==> src/rtl/slsm_pkg.sv <==
`timescale 1ns / 1ps

package slsm_pkg;

	localparam int MOVE_W  = 16;
	localparam int SCORE_W = 32;
	localparam int ENTRY_W = MOVE_W + SCORE_W;

	// action codes carried on the input tuser
	localparam logic [1:0] ACT_CLEAR  = 2'd0;
	localparam logic [1:0] ACT_APPEND = 2'd1;
	localparam logic [1:0] ACT_PICK   = 2'd2;

	// scores are stored offset-binary so an unsigned compare orders them
	localparam logic [SCORE_W-1:0] SIGN_BIAS    = 32'h8000_0000;
	localparam logic [SCORE_W-1:0] FLOOR_BIASED = 32'h0000_0001;

	typedef enum logic [2:0] {
		ST_IDLE,
		ST_SCAN,
		ST_DRAIN,
		ST_SWAP_A,
		ST_SWAP_B,
		ST_EMIT
	} state_t;

	typedef struct packed {
		logic init;
		logic sample;
		logic first;
	} best_ctl_t;

endpackage

==> src/rtl/slsm_best.sv <==
`timescale 1ns / 1ps

module slsm_best #(
	parameter int AW = 8
) (
	input  logic                         clk,
	input  logic                         arst_n,
	input  slsm_pkg::best_ctl_t          ctl,
	input  logic [AW-1:0]                smp_idx,
	input  logic [slsm_pkg::MOVE_W-1:0]  smp_move,
	input  logic [slsm_pkg::SCORE_W-1:0] smp_score,
	output logic [AW-1:0]                sel_idx,
	output logic [slsm_pkg::MOVE_W-1:0]  sel_move,
	output logic [slsm_pkg::SCORE_W-1:0] sel_score,
	output logic                         hit
);
	import slsm_pkg::*;

	logic [SCORE_W-1:0] best_q;
	logic               hit_q;
	logic [AW-1:0]      sel_idx_q;
	logic [MOVE_W-1:0]  sel_move_q;
	logic [SCORE_W-1:0] sel_score_q;
	logic               take;

	// strictly greater keeps the first of equal scores
	assign take = smp_score > best_q;

	always_ff @(posedge clk or negedge arst_n) begin
		if (!arst_n) begin
			best_q <= FLOOR_BIASED;
			hit_q  <= 1'b0;
		end else if (ctl.init) begin
			best_q <= FLOOR_BIASED;
			hit_q  <= 1'b0;
		end else if (ctl.sample && take) begin
			best_q <= smp_score;
			hit_q  <= 1'b1;
		end
	end

	// slot 0 is the fallback choice when nothing beats the floor
	always_ff @(posedge clk) begin
		if (ctl.sample && (take || ctl.first)) begin
			sel_idx_q   <= smp_idx;
			sel_move_q  <= smp_move;
			sel_score_q <= smp_score;
		end
	end

	assign sel_idx   = sel_idx_q;
	assign sel_move  = sel_move_q;
	assign sel_score = sel_score_q;
	assign hit       = hit_q;

endmodule

==> config.mk <==
export PLATFORM = sky130hd
export DESIGN_NAME = slsm_best
export DESIGN_NICKNAME = d
export VERILOG_FILES = /design/src/rtl/slsm_pkg.sv /design/src/rtl/slsm_best.sv
export SDC_FILE = /design/constraint.sdc
export NUM_CORES = 1
export LEC_CHECK = 0
export CAP_MARGIN = 20
export CELL_PAD_IN_SITES_DETAIL_PLACEMENT = 1
export CELL_PAD_IN_SITES_GLOBAL_PLACEMENT = 1
export CORE_UTILIZATION = 40
export DETAILED_ROUTE_END_ITERATION = 8
export DONT_BUFFER_PORTS = 1
export GPL_TIMING_DRIVEN = 0
export PLACE_DENSITY = 0.69
export SETUP_SLACK_MARGIN = 0.15
export SYNTH_ARGS = -nofsm -noshare
export SYNTH_HDL_FRONTEND = slang
export SYNTH_SLANG_ARGS = --single-unit
==> constraint.sdc <==
create_clock -name clk -period 7.2 [get_ports clk]
set_input_delay 1.44 -clock clk [delete_from_list [all_inputs] [get_ports clk]]
set_output_delay 1.44 -clock clk [all_outputs]
set_load 0.005 [all_outputs]
== After elaboration in Yosys (flattened, before gate mapping) ==
Index checks and enable logic that the tools add are counted.

* Bits in registers: 89
* Word-level logic and storage cells: 14

* Magnitude comparators: 1
* Mux-type cells: 4
* Reduce and logical (&&, ||, !) cells: 4

{| class="wikitable"
|+ Operator list
! kind !! count
|-
| $mux 32 || 2
|-
| $gt 32x32->1 || 1
|-
| $logic_and 1x1->1 || 2
|-
| $mux 1 || 2
|-
| $reduce_bool 2->1 || 1
|-
| $logic_or 1x1->1 || 1
|}

== Logic depth before layout (Yosys ltp) ==
Gate-level depths: netlist (run 1).

* Depth after elaboration: 4
* Depth in mapped cells: 10
* Mapped depth without buffers: 8

== Least setup slack after synthesis (run 1) ==
OpenSTA, ideal clock, no wires.

* Path kind: input -> register
* Start point: input port smp_score[31] in the netlist's numbering
* End point: register sel_idx_q[0], in the netlist sel_idx[0], enable pin
* Library setup time: 0.413 ns
* Arrival time: 4.337 ns
* Path slack: 2.451 ns
* Cell stages on the path: 9
* Path buffers: 2
* Cell sequence: ha_1 nand4_1 nor4_2 nand3_1 a311oi_2 o21a_1 buf_2 buf_6 a21o_1

* Cells in the longest elaborated chain, start to end: 3

{| class="wikitable"
|+ Ends and longest elaborated chain
! what !! RTL line !! text
|-
| from (decl) || slsm_best.sv:11 || <nowiki>input logic [slsm_pkg::SCORE_W-1:0] smp_score,</nowiki>
|-
| $gt 32x32->1 || slsm_best.sv:27 || <nowiki>assign take = smp_score > best_q;</nowiki>
|-
| $logic_or 1x1->1 || slsm_best.sv:44 || <nowiki>if (ctl.sample && (take || ctl.first)) begin</nowiki>
|-
| $logic_and 1x1->1 || slsm_best.sv:44 ||
|-
| to (signal assigned) || slsm_best.sv:45 || <nowiki>sel_idx_q <= smp_idx;</nowiki>
|-
| to (decl) || slsm_best.sv:21 || <nowiki>logic [AW-1:0] sel_idx_q;</nowiki>
|}

Every way passes these cells.
A chain may end at the register's enable or synchronous reset.

== Worst setup path in the final report (run 1) ==
* Start point: input port smp_score[31] in the netlist's numbering
* End point: register sel_score_q[4], in the netlist sel_score[4], enable pin

* Cells in the longest elaborated chain, start to end: 3

{| class="wikitable"
|+ Ends and longest elaborated chain
! what !! RTL line !! text
|-
| $gt 32x32->1 || slsm_best.sv:27 ||
|-
| $logic_or 1x1->1 || slsm_best.sv:44 ||
|-
| $logic_and 1x1->1 || slsm_best.sv:44 ||
|-
| to (signal assigned) || slsm_best.sv:47 || <nowiki>sel_score_q <= smp_score;</nowiki>
|-
| to (decl) || slsm_best.sv:23 || <nowiki>logic [SCORE_W-1:0] sel_score_q;</nowiki>
|}

Every way passes these cells.

==> impl_results.rst, run 1 <==
.. list-table::
   :header-rows: 1

   * - Metric
     - Value
   * - Total Routing Usage GR
     - 18.0%
   * - Final-report hold violation count
     - 0
   * - TritonCTS buffer count
     - 9
   * - Required arrival time at the worst endpoint
     - 7.25 ns
   * - Number of buffers on the longest clock path
     - 2
   * - Fraction of final layout cells with drive strength greater than 1
     - 8.17%
   * - Setup tns final
     - 0 ns
   * - Fin nets
     - 395
   * - Antenna Violating Nets Remaining
     - 0
   * - Die height
     - 102 um
   * - Seq cells post-synth
     - 89
   * - Number of synthesized flops with an enable pin
     - 56
   * - Largest fanout on the critical path
     - 45
   * - Sequential cell area fraction in the yosys report
     - 63.1%
   * - Leakage power
     - 1.61 nW
   * - Biggest area contributors in the synthesized netlist
     - edfxtp_1 42%, dfrtp_1 20%, ha_1 10%, o2111ai_1 6.8%, o31ai_1 5.9%
   * - Post-CTS Setup Bufs
     - 0
   * - Peak Freq
     - 248 MHz
   * - Number of global-route vias before repair
     - 2717
   * - RSZ-0062 raised after global routing
     - false
   * - Signed area change from the synthesized netlist to the final layout
     - 10.3%
   * - Hpwl dp
     - 6350 um
   * - Pre-CTS setup slack
     - 2.79 ns
   * - Worst Slack Setup Final
     - 3.17 ns
   * - Finished layout cell area
     - 4380 um2
   * - DR WL/cell
     - 20.4 um
   * - Grt met1 use
     - 22.5%
   * - Most repeated cell in the gate-level netlist after synthesis
     - edfxtp_1
   * - Post-Syn Nets
     - 383
   * - Yosys synthesis warning count
     - 0
   * - DRT Pass-1 Iters
     - 5
   * - Mean Syn Cell Area
     - 13.7 um2
   * - Met3 GRT Util
     - 4.28%
   * - Width of the die
     - 102 um
   * - Total vias in the final route
     - 2538
   * - Worst Hold Path Cells
     - 2
   * - Transition at the pin with the smallest max-transition slack
     - 0.566 ns
   * - Maximum number of pins on one net before global-route repair
     - 46
   * - Worst slew margin relative to its limit
     - 62.2%
   * - Weighted congestion reported at the end of routability-driven placement
     - 0.767
   * - Kind of start point of the critical path
     - input port
   * - Fin crit period
     - 4.03 ns
   * - Run status
     - finished, final reports clean
   * - Fraction of synthesized cell area taken by the top area cell type
     - 42.3%
   * - Clock input transition at the sequential cells of the worst setup and hold paths
     - 0.08 ns
   * - Port bufs
     - 0
   * - Number of placed instances with taps included
     - 424
   * - Global routing usage on met2
     - 29.2%
   * - Slowest stage delay, CP
     - 0.44 ns
   * - Hold slack final
     - 0.539 ns
   * - Core box area
     - 9680 um2
   * - Number of max-slew violations in the final report
     - 0
   * - Type of the most critical hold path
     - reg -> reg
   * - Skew-Pair Late Insertion Delay
     - 0.35 ns
   * - Max-cap violation count
     - 0
   * - Placed instance area
     - 4160 um2
   * - Proportion of register bits with asynchronous set or reset after synthesis
     - 37.1%
   * - Initial drt markers
     - 71
   * - Endpoint arrival time on the critical path
     - 4.08 ns
   * - Antenna violations before repair
     - 0
   * - Netlist Area Pre-Place
     - 3970 um2
   * - Root Driver
     - clkbuf_8
   * - CTS sink cnt
     - 89
   * - Peak supply drop
     - 0.0785 mV
   * - Dominant cell type by area after synthesis
     - edfxtp_1
   * - Number of primary I/O pins
     - 118
   * - Count of endpoints failing setup in the final report
     - 0
   * - Floorplan die area
     - 10300 um2
   * - Library cells used by synthesis
     - 34
   * - H-tree level count
     - 3
   * - Initial Util
     - 41.0%
   * - Worst-path cell chain
     - ha_1, nand4_1, nor4_2, nand3_1, a311oi_2, o21a_1, buf_2, buf_6, a21o_2, buf_12
   * - Total congestion overflow
     - 0
   * - CTS-repair resized insts
     - 0
   * - Total wire length after detailed routing
     - 8940 um
   * - Number of hold buffers added after CTS
     - 0
   * - # rows
     - 36
   * - Count of antenna diodes in the layout
     - 0
   * - Post-route core utilization
     - 45.2%
   * - Crit Path Class
     - in -> reg
   * - Number of instances in the synthesized netlist
     - 290
   * - Capturing element type of the critical path
     - flip-flop
   * - Via count normalized by instance count
     - 5.78
   * - Non-filler instance count after layout
     - 439
   * - Power density over the cells
     - 275 nW/um2
   * - Period utilisation layout
     - 56.0%
   * - Peak-usage layer in the global routing report
     - met2
   * - Maximum clock skew at final layout
     - 0.00821 ns
   * - Wire length of the first global-routing pass
     - 14000 um
   * - TritonCTS clock tree
     - yes
   * - Top cell types by occurrence after synthesis
     - 56 x edfxtp_1, 34 x inv_1, 32 x dfrtp_1, 32 x ha_1
   * - Total power consumption of the routed design
     - 1.21 mW
   * - DRC violations left
     - 0
   * - Count of cells along the worst register-to-register path
     - 11
   * - Cell with the largest stage delay on the worst path
     - a311oi_2
   * - Most common flop cell mapped by yosys
     - edfxtp_1
-- final timing paths --
| path | to | from | slack, ns |
|---|---|---|---|
| max in group asynchronous | best_q[0]$_DFFE_PN1P_ | arst_n | 6.25 |
| min in group asynchronous | best_q[13]$_DFFE_PN0P_ | arst_n | 0.77 |
| hold reg to reg | best_q[0]$_DFFE_PN1P_ | best_q[0]$_DFFE_PN1P_ | 0.54 |
| hold / removal | best_q[0]$_DFFE_PN1P_ | best_q[0]$_DFFE_PN1P_ | 0.54 |
| setup reg to reg | sel_score[4]$_DFFE_PP_ | best_q[31]$_DFFE_PN0P_ | 3.87 |
| setup / recovery | sel_score[4]$_DFFE_PP_ | smp_score[31] | 3.17 |
-- cells in the final DEF (no fill, tap or decap), drive strengths merged, types with 2 or more instances in the layout --
master / synthesis / routed
o31ai: 31 / 31
nand2: 8 / 8
nand4: 6 / 6
o211ai: 2 / 2
nand3: 2 / 2
nor4: 2 / 2
bufinv: 0 / 2
nor2: 3 / 3
inv: 34 / 34
a21oi: 11 / 11
o21a: 4 / 4
ha: 32 / 32
dfrtp: 32 / 32
clkbuf: 15 / 27
edfxtp: 56 / 56
buf: 5 / 6
o2111ai: 31 / 31
a21o: 2 / 2
-- layout make-up --
class                   instances  area, um2
clock inverters                 3       65.1
fillers                       989       5300
clock buffers                  12        155
flip-flops and latches         89       2510
well taps                     133        166
inverters                      34        128
plain buffers                  20       92.6
multi-input cells             147       1240
repair buffers                  1       20.0
-- critical path, delay by kind of cell --
kind	cells	cell delay (ns)
and+or+nand+nor	3	0.72
buffers and inverters	3	0.65
adders and majority gates	1	0.30
AOI/OAI and AO/OA	3	0.93
-- state kept, by name, indices dropped and copies added (netlist names) --
name and flops:
best_q 32, sel_score 32, sel_move 16, sel_idx 8, hit 1
-- report_power, final --
group          internal (mW)  leakage, nW  switching (mW)
clock network          0.212        0.112           0.172
logic                 0.0594        0.508           0.127
registers              0.612        0.987          0.0225
total                  0.884         1.61           0.321
-- kinds of logic (layout without fill, tap and decap cells) --
kind of cell | after synthesis | count (layout) | synth area share, %
AOI/OAI and AO/OA | 90 | 90 | 17.7
adders and majority gates | 32 | 32 | 10.1
buffers and inverters | 54 | 70 | 5.54
DFF | 89 | 89 | 63.1
muxes | 1 | 1 | 0.252
and+or+nand+nor | 24 | 24 | 3.24
-- per-layer routing --
layer  up-vias  wire [um]
li1       1159          -
met1      1287       3950
met2        80       4340
met3        12        467
met4         0        171
met5         -          0
Power figures use the tool's default switching activity.
==> run 2, diff against run 1 <==
Settings changed: PLACE_DENSITY 0.69 to 0.72.
Clock period 7.2 ns to 3.5 ns, I/O delays scaled along.
==> run 2 against run 1 <==
  * Sequential power rose by 110%
  * Sequential share of layout area is 0.24 points lower
  * Final area grew 0.43%
  * Power up 99%
  * Worst setup slack got worse by 2.7 ns
  * Clock power is 81% higher
==> impl_results.rst, run 2 (synthesized netlist as in run 1, its figures left out) <==
.. list-table::
   :header-rows: 1

   * - Metric
     - Value
   * - Run status
     - finished, final reports clean
   * - Antenna violations before repair
     - 0 (unchanged)
   * - Root Driver
     - clkbuf_8
   * - Number of fill cells in the layout
     - 996 (+0.71%)
   * - Most common library cell in the layout ignoring fill and taps
     - edfxtp_1
   * - Worst slew margin relative to its limit
     - 63.5% (+1.3 points)
   * - Antenna Violating Nets Remaining
     - 0 (unchanged)
   * - Number of placed instances with taps included
     - 423 (-0.24%)
   * - Fin nets
     - 399 (+1.0%)
   * - Hpwl dp
     - 6150 um (-3.3%)
   * - DRT Pass-1 Iters
     - 5 (unchanged)
   * - Capturing element type of the critical path
     - flip-flop
   * - Initial drt markers
     - 182 (+160%)
   * - Total vias in the final route
     - 2565 (+1.1%)
   * - Total congestion overflow
     - 0 (unchanged)
   * - First element of the critical path
     - best_q[31]$_DFFE_PN0P_
   * - Count of endpoints failing setup in the final report
     - 0 (unchanged)
   * - Largest fanout on the critical path
     - 14 (-69%)
   * - CTS sink cnt
     - 89 (unchanged)
   * - Power density over the cells
     - 546 nW/um2 (+98%)
   * - Number of buffers on the longest clock path
     - 2 (unchanged)
   * - DR WL/cell
     - 21.6 um (+6.1%)
   * - Final-report hold violation count
     - 0 (unchanged)
   * - Width of the die
     - 102 um (unchanged)
   * - Peak Freq
     - 330 MHz
   * - TritonCTS clock tree
     - yes
   * - Floorplan die area
     - 10300 um2 (unchanged)
   * - Endpoint arrival time on the critical path
     - 3.08 ns (-1.00 ns)
   * - Required arrival time at the worst endpoint
     - 3.55 ns (-3.70 ns)
   * - Launch instance of the worst register-to-register path
     - best_q[31]$_DFFE_PN0P_
   * - Count of antenna diodes in the layout
     - 0 (unchanged)
   * - # rows
     - 36 (unchanged)
   * - Die height
     - 102 um (unchanged)
   * - Maximum number of pins on one net before global-route repair
     - 29 (-37%)
   * - Core box area
     - 9680 um2 (unchanged)
   * - Cell with the largest stage delay on the worst path
     - a311oi_2
   * - Worst-path cell chain
     - inv_1, ha_1, nand4_1, nor4_2, nand3_1, a311oi_2, o21a_1, buf_2, buf_6, a21o_4
   * - Wire length of the first global-routing pass
     - 14200 um (+1.7%)
   * - Transition at the pin with the smallest max-transition slack
     - 0.547 ns (-0.0192 ns)
   * - Setup tns final
     - 0 ns (unchanged)
   * - Signed area change from the synthesized netlist to the final layout
     - 10.7%
   * - Total Routing Usage GR
     - 18.8% (+0.75 points)
   * - Slowest stage delay, CP
     - 0.44 ns (about the same)
   * - Kind of start point of the critical path
     - flip-flop
   * - Non-filler instance count after layout
     - 444 (+1.1%)
   * - Most used cells in the layout excluding fill and tap cells
     - 56 x edfxtp_1, 34 x inv_1, 32 x ha_1, 32 x dfrtp_1
   * - Number of primary I/O pins
     - 118 (unchanged)
   * - Initial Util
     - 41.0% (unchanged)
   * - RSZ-0062 raised after global routing
     - false
   * - Number of max-slew violations in the final report
     - 0 (unchanged)
   * - Type of the most critical hold path
     - in -> async
   * - Number of global-route vias before repair
     - 2670 (-1.7%)
   * - TritonCTS buffer count
     - 9 (unchanged)
   * - Weighted congestion reported at the end of routability-driven placement
     - 0.781 (+1.8%)
   * - Skew-Pair Late Insertion Delay
     - 0.37 ns (+0.02 ns)
   * - Peak supply drop
     - 0.181 mV (+130%)
   * - Placed instance area
     - 4150 um2 (-0.33%)
   * - DRC violations left
     - 0 (unchanged)
   * - Port bufs
     - 0 (unchanged)
   * - Max-cap violation count
     - 0 (unchanged)
   * - Maximum clock skew at final layout
     - 0.0175 ns (+0.00924 ns)
   * - Leakage power
     - 1.60 nW (-0.61%)
   * - Finished layout cell area
     - 4400 um2 (+0.43%)
   * - Post-CTS Setup Bufs
     - 0 (unchanged)
   * - H-tree level count
     - 3 (unchanged)
   * - Fraction of final layout cells with drive strength greater than 1
     - 8.36% (+0.19 points)
   * - Via count normalized by instance count
     - 5.78 (about the same)
   * - Fin crit period
     - 3.03 ns
   * - Crit Path Class
     - reg -> reg
   * - Period utilisation layout
     - 86.5%
   * - Clock input transition at the sequential cells of the worst setup and hold paths
     - 0.08 ns (about the same)
   * - Total wire length after detailed routing
     - 9590 um (+7.3%)
[run 2: changes by cell type in the layout (fill, tap and decap cells not counted), sizes merged]
cell         change
a21o             +3
clkinvlp         +3
dlygate4sd3      +2
buf              -1
bufinv           -1
clkbuf           -1
[run 2: metal layers]
metal / share of wire [%] / vias to the layer above / GRT usage [%] / wire, um
li1: - / 1179 / - / -
met2: 48 / 90 / 29.6 / 4650
met3: 6.0 / 13 / 5.31 / 573
met1: 43 / 1283 / 23.5 / 4140
met5: 0 / - / 0 / 0
met4: 2.4 / 0 / 9.59 / 227
[run 2: metrics by stage]
step | power, mW | hold WS (ns) | utilization (%) | setup WS (ns)
final | 2.40 | 0.0237 | 45.4 | 0.473
after global routing | 2.53 | 0.000338 | 45.4 | 0.241
after CTS | 2.42 | 0.000731 | 45.0 | 0.340
after detailed placement | 1.71 | 0.405 | 42.8 | -0.188
after global placement | 1.69 | 0.406 | 42.8 | -0.0755
after floorplan | 1.59 | 0.404 | - | 0.276
[run 2: worst max-delay path, delay by kind of cell (launching register included)]
family / cells / cell delay [ns]
AOI/OAI and AO/OA: 3 / 0.87
and+or+nand+nor: 3 / 0.72
buffers and inverters: 3 / 0.47
DFF: 1 / 0.33
adders and majority gates: 1 / 0.31
[run 2: layout make-up]
cell class	count	area, um2	share of cell area, %
multi-input combinational	150	1300	29.5
timing repair buffer	2	20.0	0.455
buffer	20	92.6	2.10
tap	133	166	3.78
clock inverter	5	56.3	1.28
sequential	89	2510	57.0
inverter	34	128	2.90
clock buffer	11	131	2.99
[run 2: final timing paths]
| check | cells past startpoint | to | slack, ns |
|---|---|---|---|
| max | 10 | sel_score[16]$_DFFE_PP_ | 0.47 |
| min reg2reg | 2 | best_q[0]$_DFFE_PN1P_ | 0.54 |
| max in group asynchronous | 1 | best_q[10]$_DFFE_PN0P_ | 2.47 |
| min in group clk | 0 | sel_score[1]$_DFFE_PP_ | 0.42 |
| max reg2reg | 10 | sel_score[16]$_DFFE_PP_ | 0.47 |
| min | 0 | best_q[29]$_DFFE_PN0P_ | 0.02 |
[run 2: repair_timing]
item / in CTS / in global routing
hold buffers: 1 / 1
setup endpoints to repair: 52 / 56
gates cloned: 1 / 2
hold endpoints to repair: 8 / 5
resized for setup: 1 / 2
[run 2: power by group]
part           internal (mW)  switching, mW
clock                  0.328          0.367
combinational          0.127          0.274
sequential              1.26         0.0464
==> run 3, diff against run 2 <==
Settings changed: CELL_PAD_IN_SITES_DETAIL_PLACEMENT 1 to default, CELL_PAD_IN_SITES_GLOBAL_PLACEMENT 1 to default, CTS_CLUSTER_DIAMETER from default to 30, PLACE_DENSITY 0.72 to 0.6.
==> run 3 against run 2 <==
  * Final cell count decreased by 0.45%
  * Non-clock buffer count unchanged
  * Hold slack got worse by 0.0056 ns
  * Core utilization decreased by 0.37 points
  * Clock-buffer cell count decreased by 1
  * Sequential power about the same
  * Worst setup slack got worse by 0.029 ns
  * Largest cell class unchanged
  * Highest routed layer unchanged
  * Combinational power decreased by 3%
  * Die area unchanged
==> impl_results.rst, run 3 (synthesized netlist as in run 1, its figures left out) <==
.. list-table::
   :header-rows: 1

   * - Metric
     - Value
   * - Run status
     - finished, final reports clean
   * - Initial Util
     - 41.0% (unchanged)
   * - Count of antenna diodes in the layout
     - 0 (unchanged)
   * - Weighted congestion reported at the end of routability-driven placement
     - 0.814 (+4.3%)
   * - Crit Path Class
     - reg -> reg
   * - Terminus of the critical flop-to-flop path
     - sel_score[29]$_DFFE_PP_
   * - Met3 routed WL
     - 569 um (-0.70%)
   * - Launch instance of the worst register-to-register path
     - best_q[31]$_DFFE_PN0P_
   * - Met2 wire length
     - 3950 um (-15%)
   * - Endpoint arrival time on the critical path
     - 3.09 ns (about the same)
   * - Antenna violations before repair
     - 0 (unchanged)
   * - Width of the die
     - 102 um (unchanged)
   * - TritonCTS buffer count
     - 9 (unchanged)
   * - Root Driver
     - clkbuf_8
   * - H-tree level count
     - 3 (unchanged)
   * - Number of placed instances with taps included
     - 423 (unchanged)
   * - Total congestion overflow
     - 0 (unchanged)
   * - Leakage power
     - 1.58 nW (-1.0%)
   * - Total wire length after detailed routing
     - 8700 um (-9.3%)
   * - DRT Pass-1 Iters
     - 4 (-1)
   * - Most used cells in the layout excluding fill and tap cells
     - 56 x edfxtp_1, 34 x inv_1, 32 x ha_1, 32 x dfrtp_1
   * - Setup slack of the worst register-to-register path
     - 0.44 ns (-0.03 ns)
   * - Floorplan die area
     - 10300 um2 (unchanged)
   * - Total vias in the final route
     - 2495 (-2.7%)
   * - Number of buffers on the longest clock path
     - 2 (unchanged)
   * - # rows
     - 36 (unchanged)
   * - Transition at the pin with the smallest max-transition slack
     - 0.527 ns (-0.0202 ns)
   * - Type of the most critical hold path
     - in -> async
   * - Non-filler instance count after layout
     - 442 (-0.45%)
   * - Wire length on met1
     - 3990 um (-3.8%)
   * - Signed area change from the synthesized netlist to the final layout
     - 9.83%
   * - Antenna Violating Nets Remaining
     - 0 (unchanged)
   * - Maximum number of pins on one net before global-route repair
     - 57 (+97%)
   * - Fraction of final layout cells with drive strength greater than 1
     - 8.74% (+0.38 points)
   * - Largest fanout on the critical path
     - 28 (+14)
   * - Slowest stage delay, CP
     - 0.41 ns (-0.03 ns)
   * - Final-report hold violation count
     - 0 (unchanged)
   * - Required arrival time at the worst endpoint
     - 3.53 ns (-0.02 ns)
   * - Total Routing Usage GR
     - 17.0% (-1.7 points)
   * - Power density over the cells
     - 534 nW/um2 (-2.3%)
   * - Via count normalized by instance count
     - 5.64 (-2.3%)
   * - RSZ-0062 raised after global routing
     - false
   * - Period utilisation layout
     - 87.3% (+0.84 points)
   * - Hpwl dp
     - 5710 um (-7.1%)
   * - Wire length of the first global-routing pass
     - 12800 um (-9.7%)
   * - Peak supply drop
     - 0.188 mV (+3.7%)
   * - Clock input transition at the sequential cells of the worst setup and hold paths
     - 0.09 ns (about the same)
   * - Count of cells along the worst register-to-register path
     - 10 (unchanged)
   * - Setup tns final
     - 0 ns (unchanged)
   * - Kind of start point of the critical path
     - flip-flop
   * - Core box area
     - 9680 um2 (unchanged)
   * - Most common library cell in the layout ignoring fill and taps
     - edfxtp_1
   * - Worst slew margin relative to its limit
     - 64.9% (+1.3 points)
   * - Cell with the largest stage delay on the worst path
     - a311oi_2
   * - Port bufs
     - 0 (unchanged)
   * - DR WL/cell
     - 19.7 um (-8.9%)
   * - Highest layer used for signal routing
     - met4
   * - Count of endpoints failing setup in the final report
     - 0 (unchanged)
   * - TritonCTS clock tree
     - yes
   * - Max-cap violation count
     - 0 (unchanged)
   * - Number of max-slew violations in the final report
     - 0 (unchanged)
   * - Capturing element type of the critical path
     - flip-flop
   * - CTS sink cnt
     - 89 (unchanged)
   * - Worst-path cell chain
     - inv_1, ha_1, nand4_1, nor4_2, nand3_1, a311oi_2, o21a_1, buf_2, buf_6, a21o_4
   * - Skew-Pair Late Insertion Delay
     - 0.37 ns (about the same)
   * - Initial drt markers
     - 104 (-43%)
   * - Peak Freq
     - 327 MHz (-0.96%)
   * - Maximum clock skew at final layout
     - 0.0111 ns (-0.00640 ns)
   * - Fin crit period
     - 3.06 ns (+0.0295 ns)
   * - Die height
     - 102 um (unchanged)
   * - Number of primary I/O pins
     - 118 (unchanged)
   * - Number of global-route vias before repair
     - 2359 (-12%)
   * - DRC violations left
     - 0 (unchanged)
   * - Fin nets
     - 397 (-0.50%)
==> run 3: changes by cell type in the layout (fill, tap and decap cells not counted) <==
| cell | before | now |
|---|---|---|
| a21o_4 | 4 | 2 |
| buf_12 | 0 | 1 |
| bufinv_16 | 1 | 0 |
| clkbuf_1 | 17 | 16 |
| clkinv_1 | 1 | 0 |
| clkinv_2 | 0 | 1 |
| clkinvlp_4 | 3 | 4 |
| dlygate4sd3_1 | 2 | 1 |
| inv_6 | 0 | 1 |
==> run 3: worst max-delay path by stage <==
stage | slack (ns) | cells past startpoint | from | endpoint
floorplan | 0.28 | 9 | smp_score[31] | sel_idx[0]$_DFFE_PP_
global placement | -0.07 | 9 | smp_score[31] | sel_score[7]$_DFFE_PP_
detailed placement | -0.11 | 9 | smp_score[31] | sel_score[11]$_DFFE_PP_
CTS | 0.19 | 10 | best_q[31]$_DFFE_PN0P_ | sel_score[4]$_DFFE_PP_
global route | 0.19 | 10 | best_q[31]$_DFFE_PN0P_ | sel_score[26]$_DFFE_PP_
finish | 0.44 | 10 | best_q[31]$_DFFE_PN0P_ | sel_score[29]$_DFFE_PP_
==> run 3: final cells by class <==
| type | instances | area (um2) |
|---|---|---|
| timing repair buffer | 2 | 30.0 |
| multi-input combinational | 148 | 1270 |
| clock buffer | 10 | 128 |
| tap | 133 | 166 |
| inverter | 34 | 128 |
| fill | 871 | 5320 |
| buffer | 20 | 92.6 |
| clock inverter | 6 | 43.8 |
| sequential | 89 | 2510 |
==> run 3: power breakdown <==
| part | switching (mW) | leakage, nW | internal [mW] |
|---|---|---|---|
| Sequential | 0.0457 | 0.987 | 1.26 |
| Combinational | 0.267 | 0.520 | 0.122 |
| Clock | 0.375 | 0.0749 | 0.259 |
==> run 3: layer usage <==
metal | vias to the layer above | track usage (%)
li1 | 1167 | -
met1 | 1223 | 22.9
met2 | 87 | 24.7
met3 | 18 | 5.38
met4 | 0 | 8.47
met5 | - | 0
==> run 3: repair_timing <==
action                                  4_1_cts  5_1_grt
hold endpoints to repair                     23        0
endpoints found under the setup margin        0       56
hold buffers                                  2        0
resized for setup                             0        1
setup buffers                                 0        0
==> run 3: metrics by stage <==
stage               setup slack (ns)  instance area, um2  util [%]  hold slack (ns)  power (mW)
floorplan                      0.276                3980         -            0.404        1.59
CTS                            0.194                4350      44.9          0.00178        2.35
detailed placement            -0.109                4150      42.8            0.407        1.70
finish                         0.444                4360      45.1           0.0181        2.33
global placement             -0.0685                4150      42.8            0.406        1.69
global route                   0.189                4360      45.1         0.000116        2.46
==> run 3: critical path, delay by kind of cell, from the launching register on <==
kind | cells | cell delay, ns
compound gates | 3 | 0.94
fa+ha+maj | 1 | 0.31
buf+inv | 3 | 0.42
flops | 1 | 0.33
simple gates | 3 | 0.68
